File: src/llst_pkg.sv
// Shared types and codes of the least-loaded session table.
package llst_pkg;

  localparam int unsigned DefMaxSessions = 16;
  localparam int unsigned DefMaxPairs    = 256;

  typedef enum logic [2:0] {
    OP_ADD_SESS = 3'd0,
    OP_ADD_KEY  = 3'd1,
    OP_DEL_SESS = 3'd2,
    OP_DEL_KEY  = 3'd3,
    OP_FIND     = 3'd4
  } op_e;

  localparam logic [1:0] ST_DONE  = 2'd0;
  localparam logic [1:0] ST_EMPTY = 2'd1;
  localparam logic [1:0] ST_FULL  = 2'd2;

  // Controller to datapath.
  typedef struct packed {
    logic load;
    logic s_clr;
    logic s_step;
    logic p_clr;
    logic p_step;
    logic commit;
  } llst_cmd_t;

  // Datapath to controller.
  typedef struct packed {
    logic s_last;
    logic p_last;
    logic p_needed;
    logic out_stall;
  } llst_stat_t;

endpackage

File: src/llst_ctrl.sv
// Sequencer of the session scan, the pair scan and the commit of one operation.
module llst_ctrl (
  input  logic                  clk_i,
  input  logic                  rst_ni,
  input  logic                  in_valid_i,
  output logic                  in_ready_o,
  input  llst_pkg::llst_stat_t  stat_i,
  output llst_pkg::llst_cmd_t   cmd_o
);

  typedef enum logic [2:0] {
    IDLE,
    S_SCAN,
    P_SEL,
    P_SCAN,
    P_DRAIN,
    COMMIT
  } state_e;

  state_e state_q, state_d;

  always_comb begin
    state_d = state_q;
    cmd_o   = '0;
    case (state_q)
      IDLE: begin
        if (in_valid_i) begin
          cmd_o.load  = 1'b1;
          cmd_o.s_clr = 1'b1;
          state_d     = S_SCAN;
        end
      end
      S_SCAN: begin
        cmd_o.s_step = 1'b1;
        if (stat_i.s_last) state_d = P_SEL;
      end
      P_SEL: begin
        if (stat_i.p_needed) begin
          cmd_o.p_clr = 1'b1;
          state_d     = P_SCAN;
        end else begin
          state_d = COMMIT;
        end
      end
      P_SCAN: begin
        cmd_o.p_step = 1'b1;
        if (stat_i.p_last) state_d = P_DRAIN;
      end
      P_DRAIN: state_d = COMMIT;
      COMMIT: begin
        // hold until the result register is free
        if (!stat_i.out_stall) begin
          cmd_o.commit = 1'b1;
          state_d      = IDLE;
        end
      end
      default: state_d = IDLE;
    endcase
  end

  always_ff @(posedge clk_i or negedge rst_ni) begin
    if (!rst_ni) begin
      state_q <= IDLE;
    end else begin
      state_q <= state_d;
    end
  end

  assign in_ready_o = (state_q == IDLE);

endmodule

File: config.mk
export PLATFORM = sky130hd
export DESIGN_NAME = llst_ctrl
export DESIGN_NICKNAME = d
export VERILOG_FILES = /design/src/llst_pkg.sv /design/src/llst_ctrl.sv
export SDC_FILE = /design/constraint.sdc
export NUM_CORES = 1
export LEC_CHECK = 0
export BUFFER_PORTS_ARGS = -buffer_cell sky130_fd_sc_hd__buf_2
export CAP_MARGIN = 20
export CORE_AREA = 2 2 39 41
export DETAILED_ROUTE_END_ITERATION = 7
export DIE_AREA = 0 0 41 43
export PLACE_DENSITY = 0.47
export SETUP_SLACK_MARGIN = 0.3
export SYNTH_ARGS = -nofsm -noshare
export SYNTH_HDL_FRONTEND = slang
export SYNTH_SLANG_ARGS = --single-unit
File: constraint.sdc
create_clock -name clk_i -period 2.2 [get_ports clk_i]
set_input_delay 0.33 -clock clk_i [delete_from_list [all_inputs] [get_ports clk_i]]
set_output_delay 0.33 -clock clk_i [all_outputs]
set_load 0.05 [all_outputs]
# == Word-level counts from Yosys, hierarchy flattened ==
# Cells that the tools add are included.
# totals
register_bits,3
latchBits,0
ramBits,0
mem_bits_ro,0
input_bits,7
output_inout_bits,7
mem_count,0
# classes
n_addsub,0
n_mul,0
n_div,0
magnitude_cmp,0
eq_ne,9
n_shift,0
n_mux,14
n_bitwise,0
reduce_logical,2
# op_table
op,count
3-bit case mux with 6 select lines,1
3-bit 2-to-1 mux,5
"2-bit != test, second input constant",4
"3-bit by 2-bit equality test with 1-bit output, second input constant",2
"3-bit equality test, second input constant",2
1-bit 2-to-1 mux,6
2-bit 2-to-1 mux,2
4-bit AND reduction,1
"3-bit by 1-bit equality test with 1-bit output, second input constant",1
3-bit logical NOT,1

# == Depth between registers and ports, before layout ==
# Gate-level depths: netlist of the first run.
# depth
depth_word,3
depth_mapped,4
ltp_nobuf,3

# == Worst setup path after synthesis of the first run ==
# Ideal clock, no wire load.
# synth_path
kind,register to output
startpoint,register state_q[0]
endpoint,output cmd_o[5] (netlist name)
arrival_time_ns,2.045
t_required_ns,1.870
setup_slack_ns,-0.175
path_stages_with_launch,5
n_path_buf,2
path_cell_list,dfrtp_1 buf_4 nor3_2 and2_1 buf_4
# synth_lines
item,line_no,text
start: declaration,llst_ctrl.sv:20,"state_e state_q, state_d;"
start signal: assignment,llst_ctrl.sv:65,state_q <= state_d;
end: declaration,llst_ctrl.sv:8,output llst_pkg::llst_cmd_t cmd_o

==> flow_metrics.tcl, run 1 <==
set metrics [dict create \
    clock_latency_ps 240 \
    htree_levels 1 \
    diodes 0 \
    critPathLaunch "state_q[2]$_DFFE_PN0P_" \
    largest_reg_flops 3 \
    synthSimpleGateAreaFrac_pct 36.0 \
    ys_warn_count 0 \
    synth_flop_cell "dfrtp_1" \
    critPathArrivalTime_ps 1390 \
    clock_sinks 3 \
    routed.top_layer "met3" \
    cts_buffer_depth 2 \
    slew_headroom_pct 74.0 \
    path_class "reg -> out" \
    startpoint_type "register" \
    cts.clk_slew.worst_paths_ps 40 \
    place_inst 55 \
    gp_congestion 0.693 \
    peakVddDrop_mv 0.377 \
    rr_endpoint "state_q[1]$_DFFE_PN0P_" \
    power_density_nw_per_um2 1640 \
    post_synth_fa_ha_maj_area_fraction_pct 0 \
    cts_tree "built" \
    cts_buffers 3 \
    drc 0 \
    rsz0062_at_grt "no" \
    slowest_delay_ps 510 \
    dr.pass1.iters 4 \
    placementRows 14 \
    slew_violations 0 \
    p_leak_nw 0.177 \
    async_reset_ff_share_pct 100 \
    max_freq_mhz 582 \
    initial_core_util_pct 19.3 \
    synth_top_family_by_area "simple AND/OR/NAND/NOR gates" \
    wl_met2_um 267 \
    yosysTopAreaCell "dfrtp_1" \
    synth.mux.area_fraction_pct 3.74 \
    setup_tns_ps 0 \
    min_to "state_q[2]$_DFFE_PN0P_" \
    syn_area_per_cell_um2 8.93 \
    synth_compound_area_share_pct 18.2 \
    nets 52 \
    synth_xor_area_share_pct 0 \
    setup.worst_path.end_class "output pin" \
    post-dp-hpwl_um 415 \
    wl_um 545 \
    synth_nets 37 \
    finClkSkew_ps 4.03 \
    finalCritPeriodShare_pct 78.2 \
    cap_violations 0 \
    ys_seq_area_share_pct 28.0 \
    yosysUniqueCellTypes 19 \
    outcome "completed" \
    die_area_um2 1760 \
    wl_met3_um 37 \
    hold_class "in -> reg" \
    cts_root_buf "clkbuf_4" \
    hold_depth 3 \
    die_h_um 43 \
    timing.final.ws_setup_ps 481 \
    crit_fanout 12 \
    coreArea_um2 1380 \
    final_cells 60 \
    drt_iter0_markers 2 \
    hold_viol_final 0 \
    period_needed_ps 1720 \
    top_regs "state_q (3)" \
    reg2reg_setup_slack_ps 1090 \
    synth_edf_count 0 \
    setup_viol 0 \
    grt_pass1_vias 239 \
    synthTopCellsByArea "dfrtp_1 (28%), buf_6 (8.4%), buf_4 (5.6%)" \
    grt_use_total_pct 9.26 \
    syn_inst 30 \
    synth_common_cells "dfrtp_1 (3), nand2_1 (3), nor2_1 (3)" \
    grt_overflow 0 \
    antenna_left 0 \
    crit_path_cell_trace "nor3_4 -> and2_4 -> buf_2" \
    drive_gt1_share_pct 50.0 \
    vias 246 \
    grt_pass1_wl_um 1010 \
    ios 14 \
    hold_path_startpoint "stat_i[2]" \
    reg2reg_depth 3 \
    wl_per_cell_um 9.08 \
    wl_met1_um 241 \
    die_w_um 41 \
    largest_register "state_q" \
    dp_slack_ps 727 \
    vias_per_cell 4.10 \
    ys_ff_latch 3 \
    syn_to_final_growth_pct 36.4 \
    grt_max_degree 13 \
    syn-cell-area_um2 268 \
    slowest_stage "dfrtp_1" \
    synth_top_area_share_pct 28.0 \
    numPortBuffers 13 \
    antenna_found_initial 0 \
    reg2reg_from "state_q[2]$_DFFE_PN0P_" \
    tightest_slew_ps 391 \
    critPathRequiredTime_ps 1870 \
]
==> through the flow <==
step           hold WS (ps)  cell area [um^2]  utilization [%]  power (mW)
3_5_place_dp            129               329             23.8       0.500
6_report                346               365             26.4       0.598
5_1_grt                 350               365             26.4       0.648
2_1_floorplan          34.4               282                -       0.480
4_1_cts                 338               365             26.4       0.607
3_3_place_gp            128               329             23.8       0.504
==> power breakdown <==
group	internal, mW	switching (mW)	leakage, nW	total, mW
sequential	0.0785	0.0762	0.0369	0.155
clock	0.0682	0.0325	0.0150	0.101
combinational	0.119	0.224	0.126	0.343
total	0.266	0.332	0.177	0.598
==> logic make-up (layout without fill, tap and decap cells) <==
logic type	Yosys count	count (layout)
simple gates	16	16
buf+inv	4	18
compound gates	6	6
flops	3	3
mux	1	1
==> layer usage <==
metal,GRT usage (%),vias up
li1,-,129
met2,9.69,8
met5,0,-
met1,11.7,109
met3,5.24,0
met4,10.0,0
==> how the worst max path moves through the flow <==
| stage | end | slack (ps) | depth (start not counted) |
|---|---|---|---|
| 2_1_floorplan | cmd_o[5] | 300 | 4 |
| 3_3_place_gp | cmd_o[5] | 740 | 3 |
| 3_5_place_dp | cmd_o[4] | 730 | 3 |
| 4_1_cts | cmd_o[4] | 460 | 3 |
| 5_1_grt | cmd_o[4] | 370 | 3 |
| 6_report | cmd_o[4] | 480 | 3 |
==> timing repair <==
item                      4_1_cts  5_1_grt
hold buffers                    1        0
setup buffers                   0        0
hold endpoints to repair        3        0
resized for setup               0        0
==> cell usage in the layout, fill, tap and decap left out <==
cell and n:
nor4_1 1, o21ai_0 1, dfrtp_1 3, nand2_1 3, nor3_2 1, nor3_1 1
o21ba_1 1, buf_2 13, nand2b_4 1, a21oi_2 1, nand2b_1 2, a21oi_1 2
o221ai_2 1, nor3_4 1, clkbuf_1 1, nor2_1 3, and2_4 1, and3b_1 1
dlygate4sd3_1 1, clkbuf_4 3, mux2i_1 1, nor2b_1 1
==> cell type report <==
type	instances	area, um^2
flip-flops and latches	3	75.1
clock buffers	4	26.3
repair buffers	14	75.1
fillers	163	1020
well taps	16	20.0
multi-input cells	23	169
==> worst max-delay path, delay by kind of cell (launching register included) <==
family	cells	cell delay [ps]
simple gates	2	390
flops	1	510
buf+inv	1	250
(Power assumes the default switching activity.)
==> run 2, diff against run 1 <==
==> constraint.sdc (replaced) <==
create_clock -name clk_i -period 1.8 [get_ports clk_i]
set_input_delay 0.27 -clock clk_i [delete_from_list [all_inputs] [get_ports clk_i]]
set_output_delay 0.27 -clock clk_i [all_outputs]
set_load 0.05 [all_outputs]
==> run 2 against run 1 <==
Against the previous run:
- non-clock buffer count grew 4
- clock skew shrank 2.6 ps
- first-iteration DRC count shrank 50%
- flip-flop and latch count is the same
- wire length grew 12%
- utilization grew 4.2 points
- total power grew 38%
- final cell count grew 6.7%
- global-route usage shrank 0.70 points
- cell area grew 16%
- critical path type unchanged
- largest cell class unchanged
- largest power group unchanged
- highest routed layer unchanged
==> flow_metrics.tcl, run 2 (synthesis gave the netlist of run 1 again) <==
set metrics [dict create \
    outcome "completed" \
    setup_tns_ps 0 \
    timing.final.ws_setup_ps 328 \
    vias 269 \
    max_freq_mhz 680 \
    multiInputGateArea_um2 171 \
    setup_viol 0 \
    path_class "reg -> out" \
    largest_reg_flops 3 \
    cts.clk_slew.worst_paths_ps 40 \
    setup.worst_path.end_class "output pin" \
    drive_gt1_share_pct 60.4 \
    htree_levels 1 \
    largest_register "state_q" \
    slew_violations 0 \
    finClkSkew_ps 1.39 \
    crit_path_cell_trace "nor3_4 -> and2_4 -> buf_6" \
    dr.pass1.iters 2 \
    slew_headroom_pct 83.4 \
    period_needed_ps 1470 \
    cap_violations 0 \
    crit_fanout 6 \
    grt_pass1_vias 243 \
    tightest_slew_ps 251 \
    drt_iter0_markers 1 \
    antenna_found_initial 0 \
    finalCritPeriodShare_pct 81.8 \
    cp_top_family "flip-flops" \
    seq_area_um2 78.8 \
    hold_class "in -> reg" \
    final_cells 64 \
    die_w_um 41 \
    gp_congestion 0.597 \
    syn_to_final_growth_pct 57.9 \
    place_inst 55 \
    initial_core_util_pct 19.3 \
    vias_per_cell 4.20 \
    grt_use_total_pct 8.55 \
    critPathArrivalTime_ps 1200 \
    cts_buffer_depth 2 \
    clock_latency_ps 230 \
    grt_max_degree 10 \
    ios 14 \
    startpoint_type "register" \
    die_area_um2 1760 \
    final_common_cell "buf_2" \
    wl_um 612 \
    grt_pass1_wl_um 938 \
    rsz0062_at_grt "yes" \
    cts_root_buf "clkbuf_4" \
    slowest_stage "dfrtp_2" \
    antenna_left 0 \
    post-dp-hpwl_um 418 \
    die_h_um 43 \
    p_leak_nw 0.193 \
    cts_buffers 3 \
    critical_path_buf_inv_count 1 \
    slowest_delay_ps 450 \
    hold_viol_final 0 \
    coreArea_um2 1380 \
    wl_per_cell_um 9.56 \
    nets 56 \
    power_density_nw_per_um2 1950 \
    grt_overflow 0 \
    top_regs "state_q (3)" \
    numPortBuffers 13 \
    nFillCells 162 \
    dp_slack_ps 392 \
    final_cell_mix "buf_2 (8), clkbuf_4 (4), buf_6 (4)" \
    critPathRequiredTime_ps 1530 \
    placementRows 14 \
    drc 0 \
    clock_sinks 3 \
    cts_tree "built" \
    diodes 0 \
    peakVddDrop_mv 0.547 \
]
[run 2: cell types whose count changed in the layout (fill, tap and decap cells not counted)]
cell and change:
buf_2 -5, buf_6 +4, dfrtp_1 -3, dfrtp_2 +3, buf_4 +2, buf_1 +1, clkbuf_2 +1, clkbuf_4 +1
nor2_1 -1, nor2_2 +1
[run 2: final cells by class]
class | count | area share [%]
Tap cell | 16 | 4.73
Sequential cell | 3 | 18.6
Clock buffer | 4 | 6.21
Timing Repair Buffer | 18 | 29.9
Multi-Input combinational cell | 23 | 40.5
[run 2: routing by layer]
metal / vias up / wire length [um] / global-route usage, % / share of wire, %
met2: 6 / 318 / 11.9 / 52
met3: 0 / 35 / 4.71 / 5.7
met5: - / 0 / 0 / 0
met4: 0 / 0 / 8.00 / 0
li1: 140 / - / - / -
met1: 123 / 258 / 8.41 / 42
[run 2: worst paths after layout]
check	start	end	slack, ps	depth (start not counted)
worst max-delay path	state_q[2]$_DFFE_PN0P_	cmd_o[5]	330	3
max in group asynchronous	rst_ni	state_q[2]$_DFFE_PN0P_	1330	2
worst max register to register	state_q[2]$_DFFE_PN0P_	state_q[2]$_DFFE_PN0P_	530	5
worst min register to register	state_q[1]$_DFFE_PN0P_	state_q[2]$_DFFE_PN0P_	630	1
min in group asynchronous	rst_ni	state_q[1]$_DFFE_PN0P_	360	2
worst min-delay path	stat_i[2]	state_q[2]$_DFFE_PN0P_	300	3
[run 2: worst min-delay path, delay by kind of cell]
kind / cells / cell delay, ps
simple gates: 1 / 70
buf+inv: 1 / 100
compound gates: 1 / 60
[run 2: stage by stage]
step                      hold slack, ps  power [mW]  area (um^2)  util, %
after floorplan                    -25.6       0.591          284        -
after global placement              68.8       0.618          332     24.0
final                                299       0.827          423     30.6
after CTS                            289       0.791          393     28.4
after detailed placement            68.0       0.617          332     24.0
after global routing                 294       0.887          423     30.6
[run 2: power by group]
group,switching [mW],internal [mW]
sequential,0.0731,0.103
combinational,0.317,0.215
clock,0.0350,0.0831
[run 2: timing repair]
item,in CTS,in global routing
setup buffers,2,2
setup endpoints to repair,7,5
pin swaps,0,0
hold buffers,1,0
endpoints found under the hold margin,3,0
gates resized for setup,7,5
